## src/sv/swprm_pkg.sv

```systemverilog
package swprm_pkg;

    localparam int MAX_ARRIVALS_DEF = 64;

    localparam int TIME_W = 48;
    localparam int CFG_W  = 24;
    localparam int RATE_W = 36;
    localparam int HELD_W = 7;
    localparam int CMD_W  = 2;
    localparam int IDX_W  = 1;

    // Item commands. The unused code behaves as a query.
    localparam logic [CMD_W-1:0] CMD_QUERY  = 2'd0;
    localparam logic [CMD_W-1:0] CMD_RECORD = 2'd1;
    localparam logic [CMD_W-1:0] CMD_CLEAR  = 2'd2;
    localparam logic [CMD_W-1:0] CMD_SPARE  = 2'd3;

    // Configuration register indexes.
    localparam logic [IDX_W-1:0] REG_WINDOW = 1'd0;
    localparam logic [IDX_W-1:0] REG_GAP    = 1'd1;

    localparam logic [CFG_W-1:0] WINDOW_RESET = 24'd1000000;
    localparam logic [CFG_W-1:0] GAP_RESET    = 24'd2000000;

    // One second in microseconds, scaled by 2^8 for the Q.8 result.
    localparam int USEC_Q8_W = 28;
    localparam logic [USEC_Q8_W-1:0] USEC_Q8 = 28'd256000000;

    localparam logic [RATE_W-1:0] RATE_MAX = '1;

    typedef struct packed {
        logic latch;
        logic pre;
        logic ins_rd;
        logic ins_move;
        logic ins_put;
        logic pr_drop;
        logic pr_keep;
        logic rate_setup;
        logic div_step;
        logic load_out;
    } ctl_cmd_t;

    typedef struct packed {
        logic is_rec;
        logic ins_zero;
        logic rd_gt;
        logic pr_old;
        logic div_last;
    } ctl_sts_t;

endpackage

```

## src/sv/swprm_if.sv

```systemverilog
interface swprm_in_if;
    logic                            valid;
    logic                            ready;
    logic [swprm_pkg::CMD_W-1:0]     cmd;
    logic [swprm_pkg::TIME_W-1:0]    time_us;

    modport source (output valid, output cmd, output time_us, input ready);
    modport sink (input valid, input cmd, input time_us, output ready);
endinterface

interface swprm_out_if;
    logic                            valid;
    logic                            ready;
    logic [swprm_pkg::RATE_W-1:0]    rate_q8;
    logic [swprm_pkg::HELD_W-1:0]    arrivals_held;
    logic                            dropped_full;

    modport source (output valid, output rate_q8, output arrivals_held,
                    output dropped_full, input ready);
    modport sink (input valid, input rate_q8, input arrivals_held,
                  input dropped_full, output ready);
endinterface

```

## src/sv/swprm_ram.sv

```systemverilog
module swprm_ram #(
    parameter int WIDTH = 48,
    parameter int DEPTH = 64
) (
    input  logic                     clk,
    input  logic                     we,
    input  logic [$clog2(DEPTH)-1:0] waddr,
    input  logic [WIDTH-1:0]         wdata,
    input  logic [$clog2(DEPTH)-1:0] raddr,
    output logic [WIDTH-1:0]         rdata
);

    logic [WIDTH-1:0] mem [DEPTH];

    always_ff @(posedge clk)
    begin
        if (we)
        begin
            mem[waddr] <= wdata;
        end
        rdata <= mem[raddr];
    end

endmodule

```

## src/sv/swprm_ctrl.sv

```systemverilog
module swprm_ctrl (
    input  logic                 clk,
    input  logic                 rst_n,
    input  logic                 in_valid,
    output logic                 in_ready,
    output logic                 out_valid,
    input  logic                 out_ready,
    input  swprm_pkg::ctl_sts_t  sts,
    output swprm_pkg::ctl_cmd_t  ctl
);

    import swprm_pkg::*;

    typedef enum logic [3:0] {
        S_IDLE,
        S_PRE,
        S_INS_CHK,
        S_INS_CMP,
        S_PR_RD,
        S_PR_CMP,
        S_RATE,
        S_DIV,
        S_DONE
    } state_t;

    state_t state_reg, state_next;
    logic   out_valid_reg, out_valid_next;

    always_comb
    begin
        ctl        = '0;
        state_next = state_reg;
        case (state_reg)
            S_IDLE:
            begin
                if (in_valid)
                begin
                    ctl.latch  = 1'b1;
                    state_next = S_PRE;
                end
            end
            S_PRE:
            begin
                ctl.pre    = 1'b1;
                state_next = sts.is_rec ? S_INS_CHK : S_RATE;
            end
            S_INS_CHK:
            begin
                if (sts.ins_zero)
                begin
                    ctl.ins_put = 1'b1;
                    state_next  = S_PR_RD;
                end
                else
                begin
                    ctl.ins_rd = 1'b1;
                    state_next = S_INS_CMP;
                end
            end
            S_INS_CMP:
            begin
                if (sts.rd_gt)
                begin
                    ctl.ins_move = 1'b1;
                    state_next   = S_INS_CHK;
                end
                else
                begin
                    ctl.ins_put = 1'b1;
                    state_next  = S_PR_RD;
                end
            end
            S_PR_RD:
            begin
                state_next = S_PR_CMP;
            end
            S_PR_CMP:
            begin
                if (sts.pr_old)
                begin
                    ctl.pr_drop = 1'b1;
                    state_next  = S_PR_RD;
                end
                else
                begin
                    ctl.pr_keep = 1'b1;
                    state_next  = S_RATE;
                end
            end
            S_RATE:
            begin
                ctl.rate_setup = 1'b1;
                state_next     = S_DIV;
            end
            S_DIV:
            begin
                ctl.div_step = 1'b1;
                if (sts.div_last)
                begin
                    state_next = S_DONE;
                end
            end
            S_DONE:
            begin
                if (!out_valid_reg || out_ready)
                begin
                    ctl.load_out = 1'b1;
                    state_next   = S_IDLE;
                end
            end
            default:
            begin
                state_next = S_IDLE;
            end
        endcase
    end

    always_comb
    begin
        if (ctl.load_out)
        begin
            out_valid_next = 1'b1;
        end
        else if (out_ready)
        begin
            out_valid_next = 1'b0;
        end
        else
        begin
            out_valid_next = out_valid_reg;
        end
    end

    always_ff @(posedge clk or negedge rst_n)
    begin
        if (!rst_n)
        begin
            state_reg     <= S_IDLE;
            out_valid_reg <= 1'b0;
        end
        else
        begin
            state_reg     <= state_next;
            out_valid_reg <= out_valid_next;
        end
    end

    assign in_ready  = (state_reg == S_IDLE);
    assign out_valid = out_valid_reg;

endmodule

```

## src/sv/swprm_dp.sv

```systemverilog
module swprm_dp #(
    parameter int MAX_ARRIVALS = swprm_pkg::MAX_ARRIVALS_DEF
) (
    input  logic                          clk,
    input  logic                          rst_n,
    input  swprm_pkg::ctl_cmd_t           ctl,
    output swprm_pkg::ctl_sts_t           sts,
    input  logic [swprm_pkg::CMD_W-1:0]   item_cmd,
    input  logic [swprm_pkg::TIME_W-1:0]  item_time,
    input  logic                          cfg_we,
    input  logic [swprm_pkg::IDX_W-1:0]   cfg_index,
    input  logic [swprm_pkg::CFG_W-1:0]   cfg_data,
    output logic [swprm_pkg::RATE_W-1:0]  rate_q8,
    output logic [swprm_pkg::HELD_W-1:0]  arrivals_held,
    output logic                          dropped_full
);

    import swprm_pkg::*;

    localparam int PTR_W  = (MAX_ARRIVALS > 1) ? $clog2(MAX_ARRIVALS) : 1;
    localparam int CNT_W  = $clog2(MAX_ARRIVALS + 1);
    localparam int SUM_W  = PTR_W + 2;
    localparam int NUM_W  = CNT_W + USEC_Q8_W;
    localparam int DCNT_W = $clog2(NUM_W);
    localparam int SAT_W  = (NUM_W > RATE_W) ? NUM_W : RATE_W;

    logic [CMD_W-1:0]  op_reg;
    logic [TIME_W-1:0] t_reg;
    logic [CFG_W-1:0]  window_reg, gap_reg;
    logic [PTR_W-1:0]  head_reg;
    logic [CNT_W-1:0]  count_reg;
    logic [CNT_W-1:0]  ins_reg;
    logic [TIME_W-1:0] newest_reg, oldest_reg, span_reg;
    logic              dropped_reg, zero_reg;
    logic [NUM_W-1:0]  quo_reg;
    logic [TIME_W-1:0] rem_reg;
    logic [DCNT_W-1:0] div_cnt_reg;
    logic [RATE_W-1:0] rate_out_reg;
    logic [HELD_W-1:0] held_out_reg;
    logic              drop_out_reg;

    logic              ram_we;
    logic [PTR_W-1:0]  ram_waddr, ram_raddr;
    logic [TIME_W-1:0] ram_wdata, rd_data;

    logic              gap_hit, evict;
    logic [CNT_W-1:0]  cnt_after_gap;
    logic [CNT_W-1:0]  cnt_m1;
    logic [TIME_W-1:0] since_newest;
    logic              rate_zero;
    logic [TIME_W:0]   trial;
    logic              trial_ge;
    logic [SAT_W-1:0]  quo_ext;
    logic [RATE_W-1:0] rate_sat;

    // Circular addressing: logical slot rel counted from the oldest entry.
    function automatic logic [PTR_W-1:0] phys(input logic [PTR_W-1:0] head,
                                              input logic [CNT_W-1:0] rel);
        logic [SUM_W-1:0] s;
        s = SUM_W'(head) + SUM_W'(rel);
        if (s >= SUM_W'(MAX_ARRIVALS))
        begin
            s = s - SUM_W'(MAX_ARRIVALS);
        end
        return s[PTR_W-1:0];
    endfunction

    function automatic logic [PTR_W-1:0] inc_ptr(input logic [PTR_W-1:0] p);
        logic [PTR_W:0] s;
        s = {1'b0, p} + (PTR_W+1)'(1);
        if (s >= (PTR_W+1)'(MAX_ARRIVALS))
        begin
            s = '0;
        end
        return s[PTR_W-1:0];
    endfunction

    swprm_ram #(
        .WIDTH (TIME_W),
        .DEPTH (MAX_ARRIVALS)
    ) u_times (
        .clk   (clk),
        .we    (ram_we),
        .waddr (ram_waddr),
        .wdata (ram_wdata),
        .raddr (ram_raddr),
        .rdata (rd_data)
    );

    assign ram_raddr = ctl.ins_rd ? phys(head_reg, ins_reg - CNT_W'(1)) : head_reg;
    assign ram_we    = ctl.ins_move | ctl.ins_put;
    assign ram_waddr = phys(head_reg, ins_reg);
    assign ram_wdata = ctl.ins_move ? rd_data : t_reg;

    assign since_newest  = t_reg - newest_reg;
    assign gap_hit       = (count_reg != '0) && (t_reg >= newest_reg)
                           && (since_newest >= TIME_W'(gap_reg));
    assign cnt_after_gap = gap_hit ? '0 : count_reg;
    assign evict         = (cnt_after_gap == CNT_W'(MAX_ARRIVALS));
    assign cnt_m1        = count_reg - CNT_W'(1);

    assign rate_zero = (count_reg < CNT_W'(2)) || (t_reg < newest_reg)
                       || (since_newest >= TIME_W'(gap_reg))
                       || (newest_reg == oldest_reg);

    // One restoring division step per cycle.
    assign trial    = {rem_reg, quo_reg[NUM_W-1]};
    assign trial_ge = (trial >= {1'b0, span_reg});

    assign quo_ext  = SAT_W'(quo_reg);
    assign rate_sat = (quo_ext > SAT_W'(RATE_MAX)) ? RATE_MAX : RATE_W'(quo_ext);

    assign sts.is_rec   = (op_reg == CMD_RECORD);
    assign sts.ins_zero = (ins_reg == '0);
    assign sts.rd_gt    = (rd_data > t_reg);
    assign sts.pr_old   = ((newest_reg - rd_data) > TIME_W'(window_reg));
    assign sts.div_last = (div_cnt_reg == DCNT_W'(NUM_W - 1));

    always_ff @(posedge clk or negedge rst_n)
    begin
        if (!rst_n)
        begin
            window_reg <= WINDOW_RESET;
            gap_reg    <= GAP_RESET;
            head_reg   <= '0;
            count_reg  <= '0;
        end
        else
        begin
            if (cfg_we)
            begin
                case (cfg_index)
                    REG_WINDOW: window_reg <= cfg_data;
                    REG_GAP:    gap_reg    <= cfg_data;
                    default:    window_reg <= window_reg;
                endcase
            end
            if (ctl.pre)
            begin
                if (op_reg == CMD_RECORD)
                begin
                    head_reg  <= evict ? inc_ptr(head_reg) : head_reg;
                    count_reg <= evict ? CNT_W'(MAX_ARRIVALS - 1) : cnt_after_gap;
                end
                else if (op_reg == CMD_CLEAR)
                begin
                    count_reg <= '0;
                end
            end
            if (ctl.ins_put)
            begin
                count_reg <= count_reg + CNT_W'(1);
            end
            if (ctl.pr_drop)
            begin
                head_reg  <= inc_ptr(head_reg);
                count_reg <= cnt_m1;
            end
        end
    end

    always_ff @(posedge clk)
    begin
        if (ctl.latch)
        begin
            op_reg <= item_cmd;
            t_reg  <= item_time;
        end
        if (ctl.pre)
        begin
            dropped_reg <= (op_reg == CMD_RECORD) && evict;
            ins_reg     <= evict ? CNT_W'(MAX_ARRIVALS - 1) : cnt_after_gap;
        end
        if (ctl.ins_move)
        begin
            ins_reg <= ins_reg - CNT_W'(1);
        end
        if (ctl.ins_put)
        begin
            if ((count_reg == '0) || (t_reg >= newest_reg))
            begin
                newest_reg <= t_reg;
            end
        end
        if (ctl.pr_keep)
        begin
            oldest_reg <= rd_data;
        end
        if (ctl.rate_setup)
        begin
            zero_reg    <= rate_zero;
            span_reg    <= newest_reg - oldest_reg;
            quo_reg     <= NUM_W'(cnt_m1) * NUM_W'(USEC_Q8);
            rem_reg     <= '0;
            div_cnt_reg <= '0;
        end
        if (ctl.div_step)
        begin
            rem_reg     <= trial_ge ? TIME_W'(trial - {1'b0, span_reg})
                                    : trial[TIME_W-1:0];
            quo_reg     <= {quo_reg[NUM_W-2:0], trial_ge};
            div_cnt_reg <= div_cnt_reg + DCNT_W'(1);
        end
        if (ctl.load_out)
        begin
            rate_out_reg <= zero_reg ? '0 : rate_sat;
            held_out_reg <= HELD_W'(count_reg);
            drop_out_reg <= dropped_reg;
        end
    end

    assign rate_q8       = rate_out_reg;
    assign arrivals_held = held_out_reg;
    assign dropped_full  = drop_out_reg;

endmodule

```

## src/sv/sliding_window_packet_rate_meter_core.sv

```systemverilog
// Sequence: a query or clear is latched, passes the pre step, the rate setup and the serial
// divider, then loads the output register. A record also runs, after the pre step, an insertion
// scan (check, compare per entry moved) and a prune scan (read, compare per entry pruned).
// Throughput: one item in work at a time; the next is accepted once the controller is idle.
// Reset: rst_n is asynchronous and active low; it empties the window, restores window_us
// and gap_us to their reset values and drops any pending result. Stored times need no clear.
module sliding_window_packet_rate_meter_core #(
    parameter int MAX_ARRIVALS = swprm_pkg::MAX_ARRIVALS_DEF
) (
    input  logic                         clk,
    input  logic                         rst_n,
    swprm_in_if.sink                     in_ch,
    swprm_out_if.source                  out_ch,
    input  logic                         cfg_we,
    input  logic [swprm_pkg::IDX_W-1:0]  cfg_index,
    input  logic [swprm_pkg::CFG_W-1:0]  cfg_data
);

    import swprm_pkg::*;

    // The controller sequences each item through its phases: for a
    // record, window reset on a long gap and full-store eviction, an
    // insertion scan that walks from the newest entry downward moving
    // larger times up one slot and a prune scan from the oldest entry;
    // for every item, the rate division. The datapath owns the circular
    // timestamp memory, the window bookkeeping and the divider.
    ctl_cmd_t ctl;
    ctl_sts_t sts;

    swprm_ctrl u_ctrl (
        .clk       (clk),
        .rst_n     (rst_n),
        .in_valid  (in_ch.valid),
        .in_ready  (in_ch.ready),
        .out_valid (out_ch.valid),
        .out_ready (out_ch.ready),
        .sts       (sts),
        .ctl       (ctl)
    );

    // The item payload is captured on the transfer; the result fields
    // come straight from the datapath's output register, which holds
    // them until the result transfer completes.
    swprm_dp #(
        .MAX_ARRIVALS (MAX_ARRIVALS)
    ) u_dp (
        .clk           (clk),
        .rst_n         (rst_n),
        .ctl           (ctl),
        .sts           (sts),
        .item_cmd      (in_ch.cmd),
        .item_time     (in_ch.time_us),
        .cfg_we        (cfg_we),
        .cfg_index     (cfg_index),
        .cfg_data      (cfg_data),
        .rate_q8       (out_ch.rate_q8),
        .arrivals_held (out_ch.arrivals_held),
        .dropped_full  (out_ch.dropped_full)
    );

endmodule

```

## src/flat_wrapper.sv

```systemverilog
// flat-port wrapper written by rule: the top's interface ports become plain ports
module sliding_window_packet_rate_meter_core_flat import swprm_pkg::*;
#(
    parameter int MAX_ARRIVALS = swprm_pkg::MAX_ARRIVALS_DEF
)
  (clk, rst_n, cfg_we, cfg_index, cfg_data, in_ch_valid, in_ch_cmd, in_ch_time_us, in_ch_ready, out_ch_valid, out_ch_rate_q8, out_ch_arrivals_held, out_ch_dropped_full, out_ch_ready);
  swprm_in_if in_ch_i ();
  swprm_out_if out_ch_i ();
  input  logic clk;
  input  logic rst_n;
  input  logic cfg_we;
  input  logic [swprm_pkg::IDX_W-1:0] cfg_index;
  input  logic [swprm_pkg::CFG_W-1:0] cfg_data;
  input wire logic [$bits(in_ch_i.valid)-1:0] in_ch_valid;
  input wire logic [$bits(in_ch_i.cmd)-1:0] in_ch_cmd;
  input wire logic [$bits(in_ch_i.time_us)-1:0] in_ch_time_us;
  output wire logic [$bits(in_ch_i.ready)-1:0] in_ch_ready;
  output wire logic [$bits(out_ch_i.valid)-1:0] out_ch_valid;
  output wire logic [$bits(out_ch_i.rate_q8)-1:0] out_ch_rate_q8;
  output wire logic [$bits(out_ch_i.arrivals_held)-1:0] out_ch_arrivals_held;
  output wire logic [$bits(out_ch_i.dropped_full)-1:0] out_ch_dropped_full;
  input wire logic [$bits(out_ch_i.ready)-1:0] out_ch_ready;
  assign in_ch_i.valid = in_ch_valid;
  assign in_ch_i.cmd = in_ch_cmd;
  assign in_ch_i.time_us = in_ch_time_us;
  assign in_ch_ready = in_ch_i.ready;
  assign out_ch_valid = out_ch_i.valid;
  assign out_ch_rate_q8 = out_ch_i.rate_q8;
  assign out_ch_arrivals_held = out_ch_i.arrivals_held;
  assign out_ch_dropped_full = out_ch_i.dropped_full;
  assign out_ch_i.ready = out_ch_ready;
  sliding_window_packet_rate_meter_core #(.MAX_ARRIVALS(MAX_ARRIVALS)) u_core (.clk(clk), .rst_n(rst_n), .in_ch(in_ch_i), .out_ch(out_ch_i), .cfg_we(cfg_we), .cfg_index(cfg_index), .cfg_data(cfg_data));
endmodule
```

## config.mk

```make
export PLATFORM = sky130hd
export DESIGN_NAME = sliding_window_packet_rate_meter_core_flat
export DESIGN_NICKNAME = d
export VERILOG_FILES = /design/src/sv/swprm_pkg.sv /design/src/sv/swprm_if.sv /design/src/sv/swprm_ram.sv /design/src/sv/swprm_ctrl.sv /design/src/sv/swprm_dp.sv /design/src/sv/sliding_window_packet_rate_meter_core.sv /design/src/flat_wrapper.sv
export SDC_FILE = /design/constraint.sdc
export NUM_CORES = 2
export LEC_CHECK = 0
export BUFFER_PORTS_ARGS = -buffer_cell sky130_fd_sc_hd__buf_2
export CORE_MARGIN = 2
export CORE_UTILIZATION = 45
export CTS_CLUSTER_DIAMETER = 80
export DETAILED_ROUTE_END_ITERATION = 12
export HOLD_SLACK_MARGIN = 0.08
export SYNTH_ARGS = -nofsm -noshare
export SYNTH_HDL_FRONTEND = slang
export SYNTH_SLANG_ARGS = --single-unit
```

## constraint.sdc

```tcl
create_clock -name clk -period 12.25 [get_ports clk]
set_input_delay 2.45 -clock clk [delete_from_list [all_inputs] [get_ports clk]]
set_output_delay 2.45 -clock clk [all_outputs]
set_load 0.005 [all_outputs]
```

==> results.py <==
metrics = {
    "synthesis": {
        "synth_edf_count": 3407,
        "postSynth.asyncResetShare": 0.01874,
        "synthCells": 12470,
        "synth_top_area_frac": 0.6669,
        "synth_warnings": 0,
        "ys.flop_type": "edfxtp_1",
        "ys_ff_latch": 3521,
        "syn_area_um2": 153400,
        "synth.distinct_cells": 97,
        "synth_top_area_cell": "edfxtp_1",
        "synth_area_leaders": "edfxtp_1, nand2_1, a311oi_1",
        "syn_avg_cell_area_um2": 12.31,
        "seq_area_frac_synth": 0.6841,
        "synthesis.nets": 12920,
    },
    "place": {
        "port_buffers": 124,
        "place_congestion": 0.9396,
        "hpwl_um": 255600,
        "placed_cells": 16600,
    },
    "clocking": {
        "cts-resized-gates": 0,
        "cts-root-buf": "clkbuf_16",
        "cts_buffers": 367,
        "cts_hold_buf": 0,
        "clkLatencyLatePin_ps": 970,
        "path_clk_slew_ps": 60,
        "cts_setup_buffers": 0,
        "clockBufferDepth": 4,
        "tritoncts": "built",
        "htreeDepth": 5,
        "cts_sinks": 3521,
    },
    "sta": {
        "hold_viol": 0,
        "rsz0062_at_grt": "false",
        "min_period_ps": 7103,
        "whs_ps": 473.1,
        "period_share": 0.5799,
        "finalSetupViolCount": 0,
        "fin_tns_setup_ps": 0,
        "clock.fmax_mhz": 140.8,
        "slew_headroom": 0.2058,
        "worst_pin_slew_ps": 1161,
        "skew_ps": 60.42,
        "drv_slew": 0,
    },
    "worst_setup_path": {
        "worst_ep_required_time_ps": 12800,
        "ff2ff_path_depth": 25,
        "reg2reg_slack_ps": 5150,
        "startpoint_type": "register",
        "critPathTopFamily": "compound AO/OA/AOI/OAI gates",
        "critPathMaxFanout": 49,
        "worstPathArrival_ps": 7660,
        "reg2reg_from": "u_core.u_dp.newest_reg[0]",
        "crit_slowest_cell": "buf_4",
        "cp_slowest_stage_delay_ps": 510,
        "path_buf_inv": 3,
        "cp-end-kind": "register",
        "reg2reg_to": "u_core.u_dp.oldest_reg[16]",
        "crit_top_cell": "a21oi_1",
        "worstSetupPathType": "reg2reg",
    },
    "floorplanning": {
        "rows": 214,
        "fp.dieH_um": 587.9,
        "die_x_um": 587.9,
        "dieArea_um2": 345600,
        "ioPinCount": 126,
        "core_region_area_um2": 339500,
        "start_util": 0.4518,
    },
    "power_and_ir_drop": {
        "p_int_w": 0.02715,
        "peakVddDrop_uv": 367.6,
        "clkPwrFrac": 0.248,
        "p_sw_w": 0.01819,
        "swShare": 0.4012,
        "power_frac_comb": 0.425,
        "seqPwrFrac": 0.326,
        "p_leak_nw": 61.12,
        "power_density_nw_per_um2": 263.5,
        "power_w": 0.04534,
    },
    "global_routing": {
        "track_usage": 0.2466,
        "grt_pass1_wl_um": 643400,
        "grt_overflow": 0,
        "grt_max_degree": 162,
        "antenna_found_initial": 29,
        "first_global_vias": 96800,
    },
    "detailed_routing": {
        "firstDrtPassIters": 6,
        "drt_iter0_markers": 11190,
        "drt-total-wl_um": 438600,
        "drt-vias-per-instance": 5.896,
        "avgRoutedWirePerCell_um": 25.37,
        "drc_errors": 0,
        "vias": 101900,
        "ant_nets": 0,
    },
    "flow_run": {
        "maxCapViolations": 0,
    },
    "cells_and_area": {
        "fillCellCount": 28880,
        "layout_common_cells": "edfxtp_1, nand2_1, nand3_1, a311oi_1, a21oi_1",
        "stdcell_count": 17280,
        "area_growth_pct": 12.16,
        "final_util": 0.5068,
        "drive_gt1_frac": 0.08945,
        "largest_register_ffs": 3072,
        "layout_commonest_cell": "edfxtp_1",
        "nets": 12880,
        "top_register": "u_core.u_dp.u_times.mem",
    },
    "min_path": {
        "holdPathEnd": "u_core.u_dp.newest_reg[10]",
        "min_from": "u_core.u_dp.t_reg[10]",
        "hold_depth": 0,
        "hold_class": "reg2reg",
    },
    "status": {
        "status": "finished, final reports clean",
    },
}
-- routing by layer --
metal,part of all wire,track usage
met5,0.000087,0
met4,0.025,0.06453
met3,0.073,0.03009
met2,0.47,0.3945
met1,0.43,0.3575
-- layout make-up --
cell class              instances  area (µm²)  area share
repair buffers                344        2512     0.01460
flip-flops and latches       3521      104900      0.6099
diodes                         15       37.54   0.0002182
inverters                     394        1480    0.008602
multi-input cells            7801       45290      0.2632
well taps                    4536        5675     0.03298
clock buffers                 458        9828     0.05712
clock inverters               215        2297     0.01335
-- worst max path at each step --
stage | from | to | slack (ps) | cells after the start
6_report | u_core.u_dp.newest_reg[0] | u_core.u_dp.oldest_reg[16] | 5150 | 25
4_1_cts | u_core.u_dp.newest_reg[0] | u_core.u_dp.oldest_reg[16] | 5130 | 25
5_1_grt | u_core.u_dp.newest_reg[0] | u_core.u_dp.oldest_reg[16] | 4750 | 25
3_5_place_dp | u_core.u_dp.newest_reg[0] | u_core.u_dp.oldest_reg[2] | 5200 | 25
2_1_floorplan | u_core.u_dp.newest_reg[0] | u_core.u_dp.oldest_reg[0] | 6250 | 24
3_3_place_gp | u_core.u_dp.newest_reg[0] | u_core.u_dp.oldest_reg[0] | 4990 | 25
-- synth_stat cells (all sizes together) (48+ instances only) --
cell type / instances
edfxtp: 3407
nand2: 3362
nand3: 845
clkbuf: 651
a311oi: 577
a21oi: 435
and3: 416
inv: 394
ha: 352
nor2: 287
o21ai: 227
a31oi: 219
a21o: 120
xnor2: 120
buf: 99
xor2: 70
nor2b: 69
nand4: 66
mux2i: 57
dfrtp: 52
nor3: 50
dfxtp: 48
mux4: 48
-- worst reg2reg max path: stages (launching register included) --
cell	delay, ps
edfxtp_1	400
inv_1	110
ha_1	190
inv_1	60
fa_1	420
a211oi_1	350
o211ai_1	190
a21oi_1	450
o21bai_1	240
a21oi_1	360
o21bai_1	100
a21oi_1	180
xnor2_1	100
ha_1	190
a21o_1	180
a21o_1	180
a21oi_1	210
o311a_1	190
a221oi_1	170
a2111oi_2	390
nand4_1	230
nor4_2	320
nand4_1	320
nor3_2	360
and2_2	200
buf_4	510
-- per-stage QoR --
stage,cell area (µm²),setup slack (ps)
floorplan,153400,6249
global placement,159900,4991
detailed placement,159900,5197
CTS,172000,5127
global route,172000,4753
finish,172100,5147
-- logic make-up (layout without fill, tap and decap cells) --
family | count (synthesis) | count (layout) | synth area share
AOI/OAI and AO/OA | 1866 | 1866 | 0.08509
xor gates and xnor gates | 190 | 190 | 0.01085
adders and majority gates | 370 | 370 | 0.03106
buffers and inverters | 1144 | 1411 | 0.02843
DFF | 3521 | 3521 | 0.6841
muxes | 138 | 138 | 0.01321
other | 1 | 16 | 0.00002444
and+or+nand+nor | 5236 | 5236 | 0.1473
-- power by group through the flow --
stage | logic (W) | clock network [W] | registers (W)
global placement | 0.0188 | 0 | 0.0150
detailed placement | 0.0191 | 0 | 0.0150
global route | 0.0211 | 0.0119 | 0.0148
finish | 0.0193 | 0.0113 | 0.0148
floorplan | 0.0129 | 0 | 0.0149
CTS | 0.0192 | 0.0114 | 0.0148
Power figures use the tool's default switching activity.
